<file path="config.mk">
export PLATFORM = sky130hd
export DESIGN_NAME = bt_lpm_ctrl
export DESIGN_NICKNAME = d
export VERILOG_FILES = /design/src/rtl/core/bt_lpm_pkg.sv /design/src/rtl/core/bt_lpm_ctrl.sv
export SDC_FILE = /design/constraint.sdc
export NUM_CORES = 1
export LEC_CHECK = 0
export CAP_MARGIN = 20
export CORE_AREA = 2 2 39 41
export CTS_BUF_LIST = sky130_fd_sc_hd__clkbuf_2 sky130_fd_sc_hd__clkbuf_4 sky130_fd_sc_hd__clkbuf_8
export CTS_CLUSTER_SIZE = 40
export DETAILED_ROUTE_END_ITERATION = 16
export DIE_AREA = 0 0 41 43
export DONT_BUFFER_PORTS = 1
export PLACE_DENSITY = 0.38
export SLEW_MARGIN = 0
export SYNTH_ARGS = -nofsm -noshare
export SYNTH_HDL_FRONTEND = slang
export SYNTH_SLANG_ARGS = --single-unit
</file>
<file path="constraint.sdc">
create_clock -name clk -period 0.9 [get_ports clk]
set_input_delay 0.09 -clock clk [delete_from_list [all_inputs] [get_ports clk]]
set_output_delay 0.09 -clock clk [all_outputs]
set_load 0.02 [all_outputs]
</file>
<file path="src/rtl/core/bt_lpm_pkg.sv">
// bt_lpm_pkg: shared types and constants of the binary trie prefix match core
// result codes, mode codes, controller states, command and status structs
// no dependencies
package bt_lpm_pkg;

	// field widths fixed by the stream format
	localparam int ADDR_BITS    = 32;
	localparam int PLEN_W       = 6;
	localparam int IN_HOP_BITS  = 16;
	localparam int OUT_HOP_BITS = 16;

	// s_tdata layout, lowest bit up: ip_address, prefix_length, next_hop
	localparam int IP_LSB    = 0;
	localparam int PLEN_LSB  = IP_LSB + ADDR_BITS;
	localparam int HOP_LSB   = PLEN_LSB + PLEN_W;
	localparam int IN_DATA_W = ((HOP_LSB + IN_HOP_BITS + 7) / 8) * 8;

	// longest prefix and deepest lookup level
	localparam logic [PLEN_W-1:0] PLEN_MAX = PLEN_W'(ADDR_BITS);

	// result codes carried on m_tuser
	typedef enum logic [1:0] {
		ST_INS_OK   = 2'd0,
		ST_INS_FULL = 2'd1,
		ST_HIT      = 2'd2,
		ST_MISS     = 2'd3
	} status_t;

	// item kind carried on s_tuser
	typedef enum logic {
		MODE_INSERT = 1'b0,
		MODE_LOOKUP = 1'b1
	} mode_t;

	// controller states, one-hot
	typedef enum logic [1:0] {
		S_IDLE = 2'b01,
		S_WALK = 2'b10
	} state_t;

	// controller to datapath
	typedef struct packed {
		logic    load;      // capture the input transaction, start at the root
		logic    advance;   // follow the existing child link one level down
		logic    alloc;     // link a fresh node under the current one and step into it
		logic    write_cur; // write the current node back to its store
		logic    set_hop;   // mark the current node with the insert hop
		logic    finish;    // load the result register
		status_t code;      // result code for finish
	} dp_cmd_t;

	// datapath to controller
	typedef struct packed {
		logic is_lookup;  // item in flight is a lookup
		logic at_end;     // walk reached prefix length or the last address bit
		logic link_zero;  // child link for the current address bit is empty
		logic pool_full;  // no free node left
		logic hit;        // some node on the lookup path holds a hop
		logic out_free;   // result register can take a new result
	} dp_status_t;

endpackage

</file>
<file path="src/rtl/core/bt_lpm_ctrl.sv">
// bt_lpm_ctrl: walk controller of the binary trie prefix match core
// sequences one trie level per cycle and issues datapath commands
// depends on bt_lpm_pkg
module bt_lpm_ctrl (
	input  logic                   clk,
	input  logic                   arst_n,
	input  logic                   in_valid,
	output logic                   in_ready,
	input  bt_lpm_pkg::dp_status_t st,
	output bt_lpm_pkg::dp_cmd_t    cmd
);
	import bt_lpm_pkg::*;

	state_t state_q;
	state_t state_d;

	// next state and commands
	always_comb begin
		cmd     = '0;
		state_d = state_q;
		case (state_q)
			S_IDLE: begin
				if (in_valid) begin
					cmd.load = 1'b1;
					state_d  = S_WALK;
				end
			end
			S_WALK: begin
				if (st.is_lookup) begin
					// lookup ends at the last bit or at an empty link
					if (st.at_end || st.link_zero) begin
						if (st.out_free) begin
							cmd.finish = 1'b1;
							cmd.code   = st.hit ? ST_HIT : ST_MISS;
							state_d    = S_IDLE;
						end
					end else begin
						cmd.advance = 1'b1;
					end
				end else begin
					if (st.at_end) begin
						// store the hop at the final node
						if (st.out_free) begin
							cmd.write_cur = 1'b1;
							cmd.set_hop   = 1'b1;
							cmd.finish    = 1'b1;
							cmd.code      = ST_INS_OK;
							state_d       = S_IDLE;
						end
					end else if (!st.link_zero) begin
						cmd.advance = 1'b1;
					end else if (st.pool_full) begin
						// write back the current node so a fresh one is cleared in memory
						if (st.out_free) begin
							cmd.write_cur = 1'b1;
							cmd.finish    = 1'b1;
							cmd.code      = ST_INS_FULL;
							state_d       = S_IDLE;
						end
					end else begin
						cmd.write_cur = 1'b1;
						cmd.alloc     = 1'b1;
					end
				end
			end
			default: begin
				state_d = S_IDLE;
			end
		endcase
	end

	// state register
	always_ff @(posedge clk or negedge arst_n) begin
		if (!arst_n) begin
			state_q <= S_IDLE;
		end else begin
			state_q <= state_d;
		end
	end

	assign in_ready = (state_q == S_IDLE);

endmodule

</file>
Yosys cells after proc, flatten, opt, wreduce, memory -nomap -nowiden
Index checks and enable logic that the tools add are counted.

storage, ports and cells
  bits in registers = 2
  input port bits = 9
  output and inout port bits = 9
  word-level logic and storage cells = 40

operators by class
  equal/unequal tests = 6
  muxes and demuxes = 31
  reductions and logical operators = 2

operator list
  kind                                                 number
  2-to-1 mux 3 bit                                     8
  2-to-1 mux 2 bit                                     9
  2-to-1 mux 1 bit                                     11
  inequality test 4 bit, second input constant         2
  2-to-1 mux 7 bit                                     1
  2-to-1 mux 5 bit                                     1
  one-hot mux 2 bit (2 select lines)                   1
  AND reduction 4 bit                                  1
  inequality test 3 bit, second input constant         1
  equality test 2 x 1 -> 1 bit, second input constant  1
  equality test 2 bit, second input constant           1
  inequality test 2 bit, second input constant         1
  logical OR 1 bit                                     1

Logic depth before layout (Yosys ltp)
Gate-level depths: netlist of the first run.

  depth in word-level cells = 6
  mapped depth = 3
  depth with buffers taken out = 3

Worst setup path before layout of the first run
Ideal clock, no wire load.

  path kind = reg-to-output
  start point = register state_q[0]
  end point = output cmd[4] in the netlist's numbering
  arrival time = 1,225 ps
  data required time = 810 ps
  slack = -415 ps
  stages on the path, launching flop included = 3
  buffers on the path = 0
  path through = dfstp_2 -> nand2b_1 -> nor4_1

RTL lines
  item                    RTL line           source
  start, declared         bt_lpm_ctrl.sv:14  state_t state_q;
  start signal, assigned  bt_lpm_ctrl.sv:77  state_q <= state_d;
  end, declared           bt_lpm_ctrl.sv:10  output bt_lpm_pkg::dp_cmd_t cmd

==> results of run 1 <==
==> power breakdown <==
group          internal (mW)  leakage [nW]  switching (mW)  total (mW)
sequential             0.150        0.0232          0.0369       0.187
clock                  0.195        0.0184          0.0598       0.255
combinational          0.333         0.138           0.270       0.603
==> logic make-up (layout without fill, tap and decap cells) <==
logic type,Yosys count,after routing,share of synthesized area
buffers and inverters,4,18,0.0745
AO/OA/AOI/OAI,4,4,0.155
flip-flops,2,2,0.255
AND/OR/NAND/NOR,18,18,0.516
==> cell usage in the layout (no fill, tap or decap), types with 2 or more instances in the layout <==
cell      synthesis  final
nand2_1           3      2
clkbuf_4          0      4
buf_6             0      2
inv_4             0      2
buf_4             0      7
nor2_1            5      4
inv_1             4      2
nand3b_1          2      2
==> routing by layer <==
layer,vias to the layer above,part of all wire,GRT usage
met5,-,0,0
met4,0,0.030,0.0600
met3,2,0.091,0.0262
met2,12,0.54,0.125
met1,114,0.34,0.0900
li1,122,-,-
==> per-stage QoR <==
step / total power, mW / cell area (sq um) / TNS (ns)
after floorplan: 0.476 / 250 / -1.10
after global placement: 0.620 / 323 / -1.43
after detailed placement: 0.624 / 323 / -1.48
after CTS: 1.07 / 408 / -4.44
after global routing: 1.11 / 408 / -4.83
final: 1.04 / 408 / -4.24
==> timing repair <==
| item | in CTS | in global routing |
|---|---|---|
| setup endpoints to repair | 11 | 11 |
| resized for setup | 7 | 0 |
| hold endpoints to repair | 2 | 0 |
| pin swaps | 2 | 2 |
| setup buffers | 2 | 0 |
| hold buffers | 1 | 0 |
==> worst max-delay path by stage <==
stage / from / end / slack [ns] / cells past startpoint
floorplan: state_q[1] / cmd[2] / -0.20 / 3
global placement: state_q[0] / cmd[0] / -0.24 / 3
detailed placement: state_q[0] / cmd[0] / -0.24 / 3
CTS: state_q[1] / cmd[0] / -0.50 / 3
global route: state_q[1] / cmd[0] / -0.56 / 3
finish: state_q[1] / cmd[0] / -0.48 / 3
==> final cells by class <==
| class | instances | share of cell area |
|---|---|---|
| multi-input cells | 22 | 0.494 |
| repair buffers | 10 | 0.209 |
| flip-flops and latches | 2 | 0.126 |
| clock buffers | 4 | 0.0736 |
| inverters | 4 | 0.0491 |
| well taps | 16 | 0.0491 |
==> qor.yml, run 1 <==
timing:
  setup_viol_count_final: 11
  min_period_ns: 1.38
  slew_headroom: 0.785
  slew_violations: 0
  timing.final.crit_share: 1.54
  fin_hold_ws_ns: 0.0831
  skew_ns: 0.0122
  hold_viol: 0
  rsz0062_at_grt: "true"
  fmax_mhz: 723
  worstMarginPinSlew_ns: 0.325
  worst_slack_ns: -0.483
synth:
  ys_types: 18
  syn_inst: 28
  ys_top_cells_by_count: "nor2_1, inv_1, nand2_1"
  synth_area_leaders: "dfstp_2, dfrtp_1, nor2_1, o32ai_2, inv_1"
  yosysMostFrequentCell: "nor2_1"
  synth_edf_count: 0
  synth.largest_area_cell: "dfstp_2"
  synth_top_area_frac: 0.130
  ys_seq_elements: 2
  synthesis.nets: 37
  synth_warnings: 0
  synth_ff_type: "dfstp_2"
  synth-async-reset-ratio: 1.00
  seq_area_frac_synth: 0.255
  synth_area_sq_um: 201
  syn_avg_cell_area_sq_um: 7.19
run_status:
  outcome: "finished with violations"
  violations: "setup timing"
floorplanning:
  rows: 14
  die_h_microns: 43
  die_w_microns: 41
  io-pin-count: 18
  start_util: 0.146
  die_area_sq_um: 1760
  core_sq_um: 1380
critical_path:
  path_class: "reg2out"
  cp_slowest_cell: "o32ai_4"
  timing.rr.start: "state_q[1]"
  critPathBufInv: 0
  cp.required_ns: 0.81
  worstPathArrival_ns: 1.29
  path_delay_family: "compound AO/OA/AOI/OAI gates"
  cp-start-kind: "register"
  slowest_delay_ns: 0.39
  rr_endpoint: "state_q[0]"
  reg2reg_depth: 6
  r2r_slack_ns: -0.37
  path_cells: "nor2b_4 -> nand3b_1 -> o32ai_4"
  path_max_fanout: 4
  end_kind: "primary output"
global_routing:
  globalRouteTotalUtil: 0.0823
  grt_start_max_net_pins: 8
  grt_overflow_total: 0
  antenna_found_initial: 0
  first_global_vias: 229
  grt_pass1_wl_microns: 966
place:
  gp_congestion: 0.716
  pre_cts_ws_ns: -0.242
  dpl.hpwl_microns: 492
  dp.cells: 51
  io_buffers: 0
routing:
  drt_iter0_drc: 0
  viasPerCell: 4.31
  vias: 250
  wl_per_cell_microns: 9.90
  wl_microns: 574
  drc: 0
  dr.pass1.iters: 1
  antenna_left: 0
power_and_ir_drop:
  p_leak_nw: 0.179
  ir_drop_mv: 0.654
  powerDensity_nw_per_um2: 2560
layout:
  diodes: 0
  drive_gt1_frac: 0.595
  fin_cells: 58
  reg_top3: "state_q (2)"
  n_fill_cell: 151
  multi_input_area_sq_um: 201
  largest_reg_flops: 2
  largest-register: "state_q"
  seq_area_sq_um: 51.3
  fin_nets: 52
  areaGrowthSynthToFinish_pct: 102
  final_core_utilization: 0.295
cts:
  clk_latency_ns: 0.23
  path_clk_slew_ns: 0.04
  numCtsBuffers: 3
  cts_root_buf: "clkbuf_4"
  cts_max_path_buffers: 2
  htree_levels: 1
  cts_tree: "done"
  cts.sinks: 2
job:
  cap_violations: 0
worst_hold_path:
  hp-class: "in2async"
No activity file was read; power rests on OpenSTA's default activity.
==> run 2, diff against run 1 <==
GPL_TIMING_DRIVEN = 0   (was unset)
==> run 2 against run 1 <==
- the run still ends with setup timing left
- sequential power about the same
- fmax down 2.1%
- power down 6.9%
- sequential share of layout area up 1.6 points
- worst setup slack worse by 0.029 ns
- die area unchanged
- flip-flop and latch count unchanged
- first-iteration DRC count unchanged
- routed wire length up 2.1%
- clock skew about the same
- combinational power down 13%
- hold slack better by 0.012 ns
- largest cell class unchanged
- largest power group unchanged
==> qor.yml, run 2 (synthesis results as in run 1) <==
run_status:
  outcome: "finished with violations"
  violations: "setup timing"
power_and_ir_drop:
  fin_total_pwr_mw: 0.973  # -6.9%
  p_leak_nw: 0.155  # -14%
  ir_drop_mv: 0.642  # -1.9%
  powerDensity_nw_per_um2: 2690  # +5.0%
floorplanning:
  core_sq_um: 1380  # unchanged
  io-pin-count: 18  # unchanged
  rows: 14  # unchanged
  die_area_sq_um: 1760  # unchanged
  die_w_microns: 41  # unchanged
  start_util: 0.146  # unchanged
  die_h_microns: 43  # unchanged
timing:
  fmax_mhz: 708  # -2.1%
  setup_viol_count_final: 11  # unchanged
  timing.final.crit_share: 1.57  # +0.0325
  slew_violations: 0  # unchanged
  worstMarginPinSlew_ns: 0.410  # +0.0846 ns
  skew_ns: 0.0120  # -0.000167 ns
  hold_viol: 0  # unchanged
  min_period_ns: 1.41  # +0.0292 ns
  slew_headroom: 0.725  # -0.0597
  worst_slack_ns: -0.512  # -0.0292 ns
  rsz0062_at_grt: "true"
  final.setup.tns_ns: -4.32  # -0.0789 ns
place:
  io_buffers: 0  # unchanged
  dpl.hpwl_microns: 458  # -7.0%
  pre_cts_ws_ns: -0.284  # -0.0417 ns
  gp_congestion: 0.706  # -1.3%
  dp.cells: 44  # -14%
critical_path:
  path_max_fanout: 4  # unchanged
  path_class: "reg2out"
  cp-start-kind: "register"
  rr_endpoint: "state_q[0]"
  reg2reg_depth: 6  # unchanged
  worstPathArrival_ns: 1.32  # +0.03 ns
  cp.required_ns: 0.81  # about the same
  timing.rr.start: "state_q[1]"
  critPathLaunch: "state_q[1]"
  end_kind: "primary output"
  r2r_slack_ns: -0.43  # -0.06 ns
  crit_end: "cmd[2]"
layout:
  diodes: 0  # unchanged
  areaGrowthSynthToFinish_pct: 79.5
  largest-register: "state_q"
  final_cell_mix: "nor2_1, clkbuf_4"
  fin_cells: 52  # -10%
  largest_reg_flops: 2  # unchanged
  final_core_utilization: 0.261  # -0.0335
  n_fill_cell: 153  # +1.3%
  drive_gt1_frac: 0.528  # -0.0675
  reg_top3: "state_q (2)"
  fin_nets: 46  # -12%
global_routing:
  antenna_found_initial: 0  # unchanged
  grt_overflow_total: 0  # unchanged
  first_global_vias: 221  # -3.5%
  grt_start_max_net_pins: 8  # unchanged
  grt_pass1_wl_microns: 910  # -5.8%
  globalRouteTotalUtil: 0.0802  # -0.00209
routing:
  wl_microns: 586  # +2.1%
  drc: 0  # unchanged
  dr.pass1.iters: 1  # unchanged
  vias: 230  # -8.0%
  drt_iter0_drc: 0  # unchanged
  viasPerCell: 4.42  # +2.6%
  wl_per_cell_microns: 11.3  # +14%
  antenna_left: 0  # unchanged
cts:
  cts_root_buf: "clkbuf_4"
  cts_tree: "done"
  htree_levels: 1  # unchanged
  numCtsBuffers: 3  # unchanged
  cts_max_path_buffers: 2  # unchanged
  path_clk_slew_ns: 0.04  # about the same
  clk_latency_ns: 0.23  # about the same
  cts.sinks: 2  # unchanged
job:
  cap_violations: 0  # unchanged
worst_hold_path:
  hp-class: "in2async"
run 2: per-layer routing:
layer  track usage  part of all wire  wire length, microns
met1        0.0833              0.36                   212
met2         0.131              0.56                   329
met3        0.0314             0.075                    44
met4        0.0400                 0                     0
met5             0                 0                     0
run 2: stage by stage:
step | instance area, sq um | hold slack [ns]
2_1_floorplan | 250 | -0.206
3_3_place_gp | 270 | -0.206
3_5_place_dp | 270 | -0.206
4_1_cts | 353 | 0.0938
5_1_grt | 362 | 0.0946
6_report | 362 | 0.0948
run 2: critical path, stage by stage (launching register included):
cell and delay [ns]:
dfrtp_1 0.34, nor2b_4 0.17, nand3b_1 0.18, o21ai_1 0.40
run 2: layout make-up:
type	count	area [sq um]	area share
multi-input combinational	22	203	0.561
sequential	2	51.3	0.142
timing repair buffer	4	40.0	0.111
clock buffer	4	30.0	0.0830
tap	16	20.0	0.0554
inverter	4	17.5	0.0484
run 2: worst min path at each step:
stage,depth (start not counted),from,slack (ns),to
6_report,1,arst_n,0.09,state_q[1]
5_1_grt,1,arst_n,0.09,state_q[1]
4_1_cts,1,arst_n,0.09,state_q[1]
2_1_floorplan,0,arst_n,-0.21,state_q[1]
3_5_place_dp,0,arst_n,-0.21,state_q[1]
3_3_place_gp,0,arst_n,-0.21,state_q[1]
run 2: what timing repair did:
item / 4_1_cts / 5_1_grt
endpoints found under the hold margin: 2 / 0
pin swaps: 2 / 2
cloned: 0 / 0
buffers inserted: 3 / 1
gates resized for setup: 6 / 3
setup endpoints to repair: 11 / 11
hold buffers: 1 / 0
run 2: report_power, final:
part	internal (mW)	switching, mW	leakage, nW	total, mW
registers	0.150	0.0394	0.0232	0.190
logic	0.265	0.262	0.113	0.527
clock network	0.195	0.0610	0.0184	0.256
total	0.610	0.363	0.155	0.973
